$ cat config.mk
export PLATFORM = sky130hd
export DESIGN_NAME = text_to_integer_custom_base
export DESIGN_NICKNAME = d
export VERILOG_FILES = /design/src/design/ttoi_pkg.sv /design/src/design/ttoi_alpha.sv /design/src/design/text_to_integer_custom_base.sv
export SDC_FILE = /design/constraint.sdc
export NUM_CORES = 2
export LEC_CHECK = 0
export BUFFER_PORTS_ARGS = -buffer_cell sky130_fd_sc_hd__buf_2
export CORE_ASPECT_RATIO = 1.2
export CORE_MARGIN = 2
export CORE_UTILIZATION = 37
export DETAILED_ROUTE_END_ITERATION = 8
export PLACE_DENSITY_LB_ADDON = 0.3
export SLEW_MARGIN = 20
export SYNTH_ARGS = -nofsm -noshare
export SYNTH_HDL_FRONTEND = slang
export SYNTH_SLANG_ARGS = --single-unit
$ cat constraint.sdc
create_clock -name clk -period 8.8 [get_ports clk]
set_input_delay 0.44 -clock clk [delete_from_list [all_inputs] [get_ports clk]]
set_output_delay 0.44 -clock clk [all_outputs]
set_load 0.005 [all_outputs]
$ cat src/design/ttoi_pkg.sv
// Package for the text-to-integer parser with a configurable digit alphabet.
// Holds the word types, parse phases, register map, reset values and character codes.
// No dependencies.
package ttoi_pkg;

    // Alphabet size limits.
    localparam int ALPHABET_MAX = 16;
    localparam int DIGIT_W      = $clog2(ALPHABET_MAX);
    localparam int LEN_W        = 5;
    localparam int VALUE_W      = 32;
    localparam int CHAR_W       = 8;
    localparam int ALPHA_W      = 64;
    localparam int ADDR_W       = 5;

    // Register reset values: digits "0123456789", base ten.
    localparam logic [ALPHA_W-1:0] ALPHA_LOW_RESET  = 64'h3736_3534_3332_3130;
    localparam logic [ALPHA_W-1:0] ALPHA_HIGH_RESET = 64'h0000_0000_0000_3938;
    localparam logic [LEN_W-1:0]   ALPHA_LEN_RESET  = 5'd10;

    // Character codes.
    localparam logic [CHAR_W-1:0] CH_PLUS  = 8'h2B;
    localparam logic [CHAR_W-1:0] CH_MINUS = 8'h2D;
    localparam logic [CHAR_W-1:0] CH_TAB   = 8'h09;
    localparam logic [CHAR_W-1:0] CH_LF    = 8'h0A;
    localparam logic [CHAR_W-1:0] CH_VT    = 8'h0B;
    localparam logic [CHAR_W-1:0] CH_FF    = 8'h0C;
    localparam logic [CHAR_W-1:0] CH_CR    = 8'h0D;
    localparam logic [CHAR_W-1:0] CH_SPACE = 8'h20;

    // Register indexes; the byte address is eight times the index.
    typedef enum logic [1:0] {
        REG_ALPHA_LOW  = 2'd0,
        REG_ALPHA_HIGH = 2'd1,
        REG_ALPHA_LEN  = 2'd2
    } reg_index_t;

    // Parse phases.
    typedef enum logic [1:0] {
        PH_SPACE = 2'd0,
        PH_SIGN  = 2'd1,
        PH_DIGIT = 2'd2,
        PH_STOP  = 2'd3
    } phase_t;

    // Input word.
    typedef struct packed {
        logic [CHAR_W-1:0] ch;
        logic              is_end;
    } in_word_t;

    // Result word.
    typedef struct packed {
        logic signed [VALUE_W-1:0] value;
        logic                      alphabet_ok;
    } out_word_t;

    // Digit lookup outcome.
    typedef struct packed {
        logic               hit;
        logic [DIGIT_W-1:0] digit;
    } digit_t;

    function automatic logic is_space(input logic [CHAR_W-1:0] c);
        return (c == CH_TAB) || (c == CH_LF) || (c == CH_VT) ||
               (c == CH_FF) || (c == CH_CR) || (c == CH_SPACE);
    endfunction

    function automatic logic is_sign(input logic [CHAR_W-1:0] c);
        return (c == CH_PLUS) || (c == CH_MINUS);
    endfunction

endpackage

$ cat src/design/ttoi_alpha.sv
// Alphabet logic: digit lookup of one character and the validity check of the alphabet.
// Depends on ttoi_pkg.
module ttoi_alpha
    import ttoi_pkg::*;
(
    input  logic [ALPHA_W-1:0] alpha_low,
    input  logic [ALPHA_W-1:0] alpha_high,
    input  logic [LEN_W-1:0]   alpha_len,
    input  logic [CHAR_W-1:0]  ch,
    output digit_t             lookup,
    output logic               alpha_ok
);

    logic [ALPHABET_MAX-1:0][CHAR_W-1:0] chars;
    logic [ALPHABET_MAX-1:0]             in_use;
    logic [ALPHABET_MAX-1:0]             hits;
    logic                                len_ok;
    logic                                bad_char;
    logic                                dup_char;

    // Unpack the alphabet and mark the positions in use.
    always_comb
    begin
        chars = {alpha_high, alpha_low};
        for (int i = 0; i < ALPHABET_MAX; i++)
        begin
            in_use[i] = LEN_W'(i) < alpha_len;
            hits[i]   = in_use[i] && (chars[i] == ch);
        end
    end

    // The first matching position gives the digit value.
    always_comb
    begin
        lookup.hit   = |hits;
        lookup.digit = '0;
        for (int i = ALPHABET_MAX - 1; i >= 0; i--)
        begin
            if (hits[i])
            begin
                lookup.digit = DIGIT_W'(i);
            end
        end
    end

    // The alphabet is valid with a length in range, no sign or whitespace
    // and no repeated character.
    always_comb
    begin
        len_ok   = (alpha_len >= LEN_W'(2)) && (alpha_len <= LEN_W'(ALPHABET_MAX));
        bad_char = 1'b0;
        dup_char = 1'b0;
        for (int i = 0; i < ALPHABET_MAX; i++)
        begin
            if (in_use[i] && (is_sign(chars[i]) || is_space(chars[i])))
            begin
                bad_char = 1'b1;
            end
            for (int j = i + 1; j < ALPHABET_MAX; j++)
            begin
                if (in_use[j] && (chars[i] == chars[j]))
                begin
                    dup_char = 1'b1;
                end
            end
        end
        alpha_ok = len_ok && !bad_char && !dup_char;
    end

endmodule

$ cat src/design/text_to_integer_custom_base.sv
// Channel | Direction | Word      | Accepted when
// text    | in        | in_word_t | text_valid && !text_stall
// result  | out       | out_word_t| result_valid && !result_stall
// config  | in (APB)  | 64-bit    | psel && penable && pwrite (pready always high)
//
// One text word is taken every cycle while text_stall is low; in the input register
// the digit lookup and the multiply-add of the accumulator are done.
// An end word passes from the input register to the result register; the 32x5 multiply-add sets the path.
// Reset restores the default alphabet "0123456789" (base ten) and clears the parse at once.
// text_stall rises only when an end word meets a full result register that is stalled.
//
// Top level of the text-to-integer parser. Depends on ttoi_pkg and ttoi_alpha.
module text_to_integer_custom_base
    import ttoi_pkg::*;
(
    input  logic               clk,
    input  logic               rst_n,
    input  logic               psel,
    input  logic               penable,
    input  logic               pwrite,
    input  logic [ADDR_W-1:0]  paddr,
    input  logic [ALPHA_W-1:0] pwdata,
    output logic [ALPHA_W-1:0] prdata,
    output logic               pready,
    input  logic               text_valid,
    output logic               text_stall,
    input  in_word_t           text,
    output logic               result_valid,
    input  logic               result_stall,
    output out_word_t          result
);

    logic [ALPHA_W-1:0] alpha_low_reg;
    logic [ALPHA_W-1:0] alpha_high_reg;
    logic [LEN_W-1:0]   alpha_len_reg;
    logic               alpha_ok;

    logic               word_valid_reg;
    in_word_t           word_reg;
    logic               word_go;

    phase_t             phase_reg;
    phase_t             phase_next;
    logic               negative_reg;
    logic               negative_next;
    logic [VALUE_W-1:0] acc_reg;
    logic [VALUE_W-1:0] acc_next;
    logic [VALUE_W-1:0] acc_scaled;
    logic [VALUE_W-1:0] acc_digit;

    logic               result_valid_reg;
    out_word_t          result_reg;

    digit_t             lookup;
    logic               cfg_write;
    logic               is_minus;

    // Configuration registers.
    assign pready    = 1'b1;
    assign cfg_write = psel && penable && pwrite;

    always_ff @(posedge clk or negedge rst_n)
    begin
        if (!rst_n)
        begin
            alpha_low_reg  <= ALPHA_LOW_RESET;
            alpha_high_reg <= ALPHA_HIGH_RESET;
            alpha_len_reg  <= ALPHA_LEN_RESET;
        end
        else if (cfg_write)
        begin
            case (paddr[ADDR_W-1:3])
                REG_ALPHA_LOW:  alpha_low_reg  <= pwdata;
                REG_ALPHA_HIGH: alpha_high_reg <= pwdata;
                REG_ALPHA_LEN:  alpha_len_reg  <= pwdata[LEN_W-1:0];
                default:        ;
            endcase
        end
    end

    // Register read-back.
    always_comb
    begin
        case (paddr[ADDR_W-1:3])
            REG_ALPHA_LOW:  prdata = alpha_low_reg;
            REG_ALPHA_HIGH: prdata = alpha_high_reg;
            REG_ALPHA_LEN:  prdata = {{(ALPHA_W-LEN_W){1'b0}}, alpha_len_reg};
            default:        prdata = '0;
        endcase
    end

    // Alphabet lookup and validity, both against the registers as they stand now.
    ttoi_alpha u_alpha (
        .alpha_low  (alpha_low_reg),
        .alpha_high (alpha_high_reg),
        .alpha_len  (alpha_len_reg),
        .ch         (word_reg.ch),
        .lookup     (lookup),
        .alpha_ok   (alpha_ok)
    );

    // Input register: it moves on unless an end word waits on a blocked result register.
    assign word_go    = word_valid_reg &&
                        (!word_reg.is_end || !result_valid_reg || !result_stall);
    assign text_stall = word_valid_reg && !word_go;

    always_ff @(posedge clk or negedge rst_n)
    begin
        if (!rst_n)
        begin
            word_valid_reg <= 1'b0;
        end
        else if (!text_stall)
        begin
            word_valid_reg <= text_valid;
        end
    end

    always_ff @(posedge clk)
    begin
        if (!text_stall)
        begin
            word_reg <= text;
        end
    end

    // Parse phase: next state.
    always_comb
    begin
        phase_next = phase_reg;
        if (word_go)
        begin
            if (word_reg.is_end)
            begin
                phase_next = PH_SPACE;
            end
            else
            begin
                case (phase_reg)
                    PH_SPACE:
                    begin
                        if (is_space(word_reg.ch))
                        begin
                            phase_next = PH_SPACE;
                        end
                        else if (is_sign(word_reg.ch))
                        begin
                            phase_next = PH_SIGN;
                        end
                        else if (lookup.hit)
                        begin
                            phase_next = PH_DIGIT;
                        end
                        else
                        begin
                            phase_next = PH_STOP;
                        end
                    end
                    PH_SIGN:
                    begin
                        if (is_sign(word_reg.ch))
                        begin
                            phase_next = PH_SIGN;
                        end
                        else if (lookup.hit)
                        begin
                            phase_next = PH_DIGIT;
                        end
                        else
                        begin
                            phase_next = PH_STOP;
                        end
                    end
                    PH_DIGIT:
                    begin
                        phase_next = lookup.hit ? PH_DIGIT : PH_STOP;
                    end
                    default:
                    begin
                        phase_next = PH_STOP;
                    end
                endcase
            end
        end
    end

    // Accumulate: acc * base, plus or minus the digit, modulo 2^32.
    assign acc_scaled = VALUE_W'(acc_reg * {{(VALUE_W-LEN_W){1'b0}}, alpha_len_reg});
    assign acc_digit  = negative_reg ?
                        acc_scaled - {{(VALUE_W-DIGIT_W){1'b0}}, lookup.digit} :
                        acc_scaled + {{(VALUE_W-DIGIT_W){1'b0}}, lookup.digit};
    assign is_minus   = word_reg.ch == CH_MINUS;

    // Parse phase: sign and accumulator outputs.
    always_comb
    begin
        negative_next = negative_reg;
        acc_next      = acc_reg;
        if (word_go)
        begin
            if (word_reg.is_end)
            begin
                negative_next = 1'b0;
                acc_next      = '0;
            end
            else
            begin
                case (phase_reg)
                    PH_SPACE:
                    begin
                        if (is_space(word_reg.ch))
                        begin
                            acc_next = acc_reg;
                        end
                        else if (is_sign(word_reg.ch))
                        begin
                            negative_next = negative_reg ^ is_minus;
                        end
                        else if (lookup.hit)
                        begin
                            acc_next = acc_digit;
                        end
                    end
                    PH_SIGN:
                    begin
                        if (is_sign(word_reg.ch))
                        begin
                            negative_next = negative_reg ^ is_minus;
                        end
                        else if (lookup.hit)
                        begin
                            acc_next = acc_digit;
                        end
                    end
                    PH_DIGIT:
                    begin
                        if (lookup.hit)
                        begin
                            acc_next = acc_digit;
                        end
                    end
                    default:
                    begin
                        acc_next = acc_reg;
                    end
                endcase
            end
        end
    end

    always_ff @(posedge clk or negedge rst_n)
    begin
        if (!rst_n)
        begin
            phase_reg    <= PH_SPACE;
            negative_reg <= 1'b0;
            acc_reg      <= '0;
        end
        else
        begin
            phase_reg    <= phase_next;
            negative_reg <= negative_next;
            acc_reg      <= acc_next;
        end
    end

    // Result register: loaded by an end word, held while stalled.
    always_ff @(posedge clk or negedge rst_n)
    begin
        if (!rst_n)
        begin
            result_valid_reg <= 1'b0;
        end
        else if (word_go && word_reg.is_end)
        begin
            result_valid_reg <= 1'b1;
        end
        else if (!result_stall)
        begin
            result_valid_reg <= 1'b0;
        end
    end

    always_ff @(posedge clk)
    begin
        if (word_go && word_reg.is_end)
        begin
            result_reg.value       <= alpha_ok ? acc_reg : '0;
            result_reg.alphabet_ok <= alpha_ok;
        end
    end

    assign result_valid = result_valid_reg;
    assign result       = result_reg;

endmodule

==> impl_metrics.ini <==
[final_layout]
areaGrowthSynthToFinish_pct = 8.50
fillCellCount = 7916
regArea_um2 = 5560
finalNonFillerCells = 4441
multi_input_area_um2 = 21900
nets = 3623
drive_gt1_share_pct = 16.3

[sta]
max_clock_freq_mhz = 135
finalSetupViolations = 0
slew_headroom_pct = 19.0
tns_ns = 0
tightest_slew_ns = 1.21
layout_setup_ws_ns = 1.37
hold_violations = 0
post-route-min-period_ns = 7.43
timing.final.crit_share_pct = 84.4
slew_viol_final = 0
rsz0062_at_grt = false
fin_worst_skew_ns = 0.0344

[power]
p_leak_nw = 12.8
powerDensity_nw_per_um2 = 311
power_w = 0.00993
peakVddDrop_v = 0.000206

[drt]
wl_mm = 119
vias = 26300
drc = 0
drt_iter0_drc = 2458
ant_nets = 0
dr.pass1.iters = 5
via_per_inst = 5.92
drt-wirelength-per-cell_um = 26.7

[critical_path]
crit_path_start = alpha_len_reg[2]$_DFFE_PN0P_
critPathRequiredTime_ns = 9.22
worstSetupEndpointType = flop
cp_max_fo = 26
cp_slowest_cell = dfrtp_2
cp_top_family = compound AO/OA/AOI/OAI gates
rr_startpoint = alpha_len_reg[2]$_DFFE_PN0P_
r2r_slack_ns = 1.37
crit_arrival_ns = 7.85
critPathKind = reg -> reg
start_kind = flop
slowest_delay_ns = 0.94
timing.critical_path.buf_inv = 1

[clock_tree]
cts_setup_buffers = 0
clk_latency_ns = 0.58
ctsResizeCount = 0
cts_buffers = 24
ctsHoldBuffers = 1
cts.htree.levels = 1
clock-sinks = 212
clk_pin_slew_ns = 0.06
clock-root-buffer = clkbuf_16
cts_buffer_depth = 3
cts_tree = yes

[floorplanning]
rows = 113
die_y_um = 313
dieArea_um2 = 81900
start_util_pct = 37.3
io_pins = 185
fp.coreArea_um2 = 79000
die_x_um = 262

[grt]
grt_pass1_vias = 25600
track_usage_pct = 28.5
overflow = 0
grt_max_degree = 69
antenna_found_initial = 4
grt_pass1_wl_mm = 175

[outcome]
status = finished, final reports clean

[synth]
synthTopCellsByArea = xnor2_1 (21%), xor2_1 (13%), dfrtp_1 (11%)
avgSynthCellArea_um2 = 8.70
yosysTopAreaCellShare_pct = 21.4
ys_warn_count = 0
yosysMostFrequentCell = xnor2_1
synth.distinct_cells = 77
syn_nets = 3623
synth_seq_area_share_pct = 18.9
synth_top_cells_by_count = xnor2_1 (719), xor2_1 (441), buf_2 (269)
ys_ff_latch = 212
yosys.area.top_type = xnor2_1
synth_cells = 3387
synth_area_um2 = 29500
synth-edff-count = 42
async_flop_share_pct = 80.2
synth-main-ff-cell = dfrtp_1

[place]
place_congestion = 0.986
io_buffers = 180
dp_cells = 4394
dp_worst_setup_slack_ns = 1.50
dpl.hpwl_mm = 77.2

[min_path]
min_from = text[3]
holdCritPathClass = in -> reg

[flow_run]
drv_cap = 0
==> through the flow <==
stage                     area, um2  hold slack, ns  utilization [%]
after floorplan               29500           0.144                -
after global placement        31000           0.463             39.3
after detailed placement      31000           0.462             39.3
after CTS                     31900          0.0127             40.4
after global routing          32000          0.0199             40.4
final                         32000          0.0327             40.4
==> path summary, 6_finish.rpt <==
path / cells after the start / to
setup / recovery: 27 / acc_reg[31]$_DFFE_PN0P_
hold / removal: 1 / word_reg[3]$_DFFE_PN_
setup reg to reg: 27 / acc_reg[31]$_DFFE_PN0P_
hold reg to reg: 2 / acc_reg[31]$_DFFE_PN0P_
max in group asynchronous: 4 / alpha_len_reg[2]$_DFFE_PN0P_
min in group asynchronous: 2 / alpha_high_reg[45]$_DFFE_PN0P_
==> cells in the final DEF (no fill, tap or decap), types with 10 or more instances in the layout <==
cell type / n
nand4_1: 169
mux2i_1: 68
o31ai_1: 11
nor4_1: 131
o21a_1: 12
a31oi_1: 38
o22ai_1: 12
dfstp_2: 37
a21o_1: 30
nor2b_1: 10
nor2_1: 135
nor3_1: 67
nand2_1: 172
o211ai_1: 15
o21ai_0: 56
o21ai_1: 15
xor2_1: 441
fa_1: 84
a21oi_1: 71
nand2b_1: 17
a22oi_1: 15
edfxtp_1: 42
a22o_1: 16
ha_1: 67
and2_1: 101
dfrtp_1: 131
buf_4: 138
xnor2_1: 719
buf_2: 178
nand3_1: 23
inv_1: 90
mux2_2: 129
clkbuf_16: 25
==> cell families (layout without fill, tap and decap cells) <==
| group | count (synthesis) | count (layout) | share of synthesized area (%) |
|---|---|---|---|
| other | 1 | 2 | 0.0127 |
| buffers and inverters | 436 | 454 | 6.88 |
| muxes | 197 | 197 | 7.24 |
| and+or+nand+nor | 870 | 870 | 15.7 |
| DFF | 212 | 212 | 18.9 |
| adders and majority gates | 151 | 151 | 8.56 |
| AOI/OAI and AO/OA | 360 | 360 | 8.27 |
| xor gates and xnor gates | 1160 | 1160 | 34.5 |
==> layer usage <==
metal,GRT usage (%),wire [um],vias to the layer above
met1,35.4,45900,13000
met5,0,44,-
met2,46.2,54500,1415
met3,4.93,10000,432
met4,16.7,8350,6
li1,-,-,11400
==> layout make-up <==
cell class	count	share of cell area, %
Clock inverter	8	0.497
Sequential cell	212	17.4
Timing Repair Buffer	319	6.13
Antenna cell	1	0.00783
Multi-Input combinational cell	2739	68.6
Clock buffer	36	2.27
Tap cell	1035	4.05
Inverter	91	1.07
==> power breakdown <==
part           leakage, nW  switching (W)  internal (W)  total [W]
Clock                0.434       0.000456      0.000690    0.00115
Sequential            2.48       0.000529       0.00124    0.00177
Combinational         9.89        0.00410       0.00291    0.00701
Total                 12.8        0.00509       0.00484    0.00993
No activity file was read; power rests on OpenSTA's default activity.
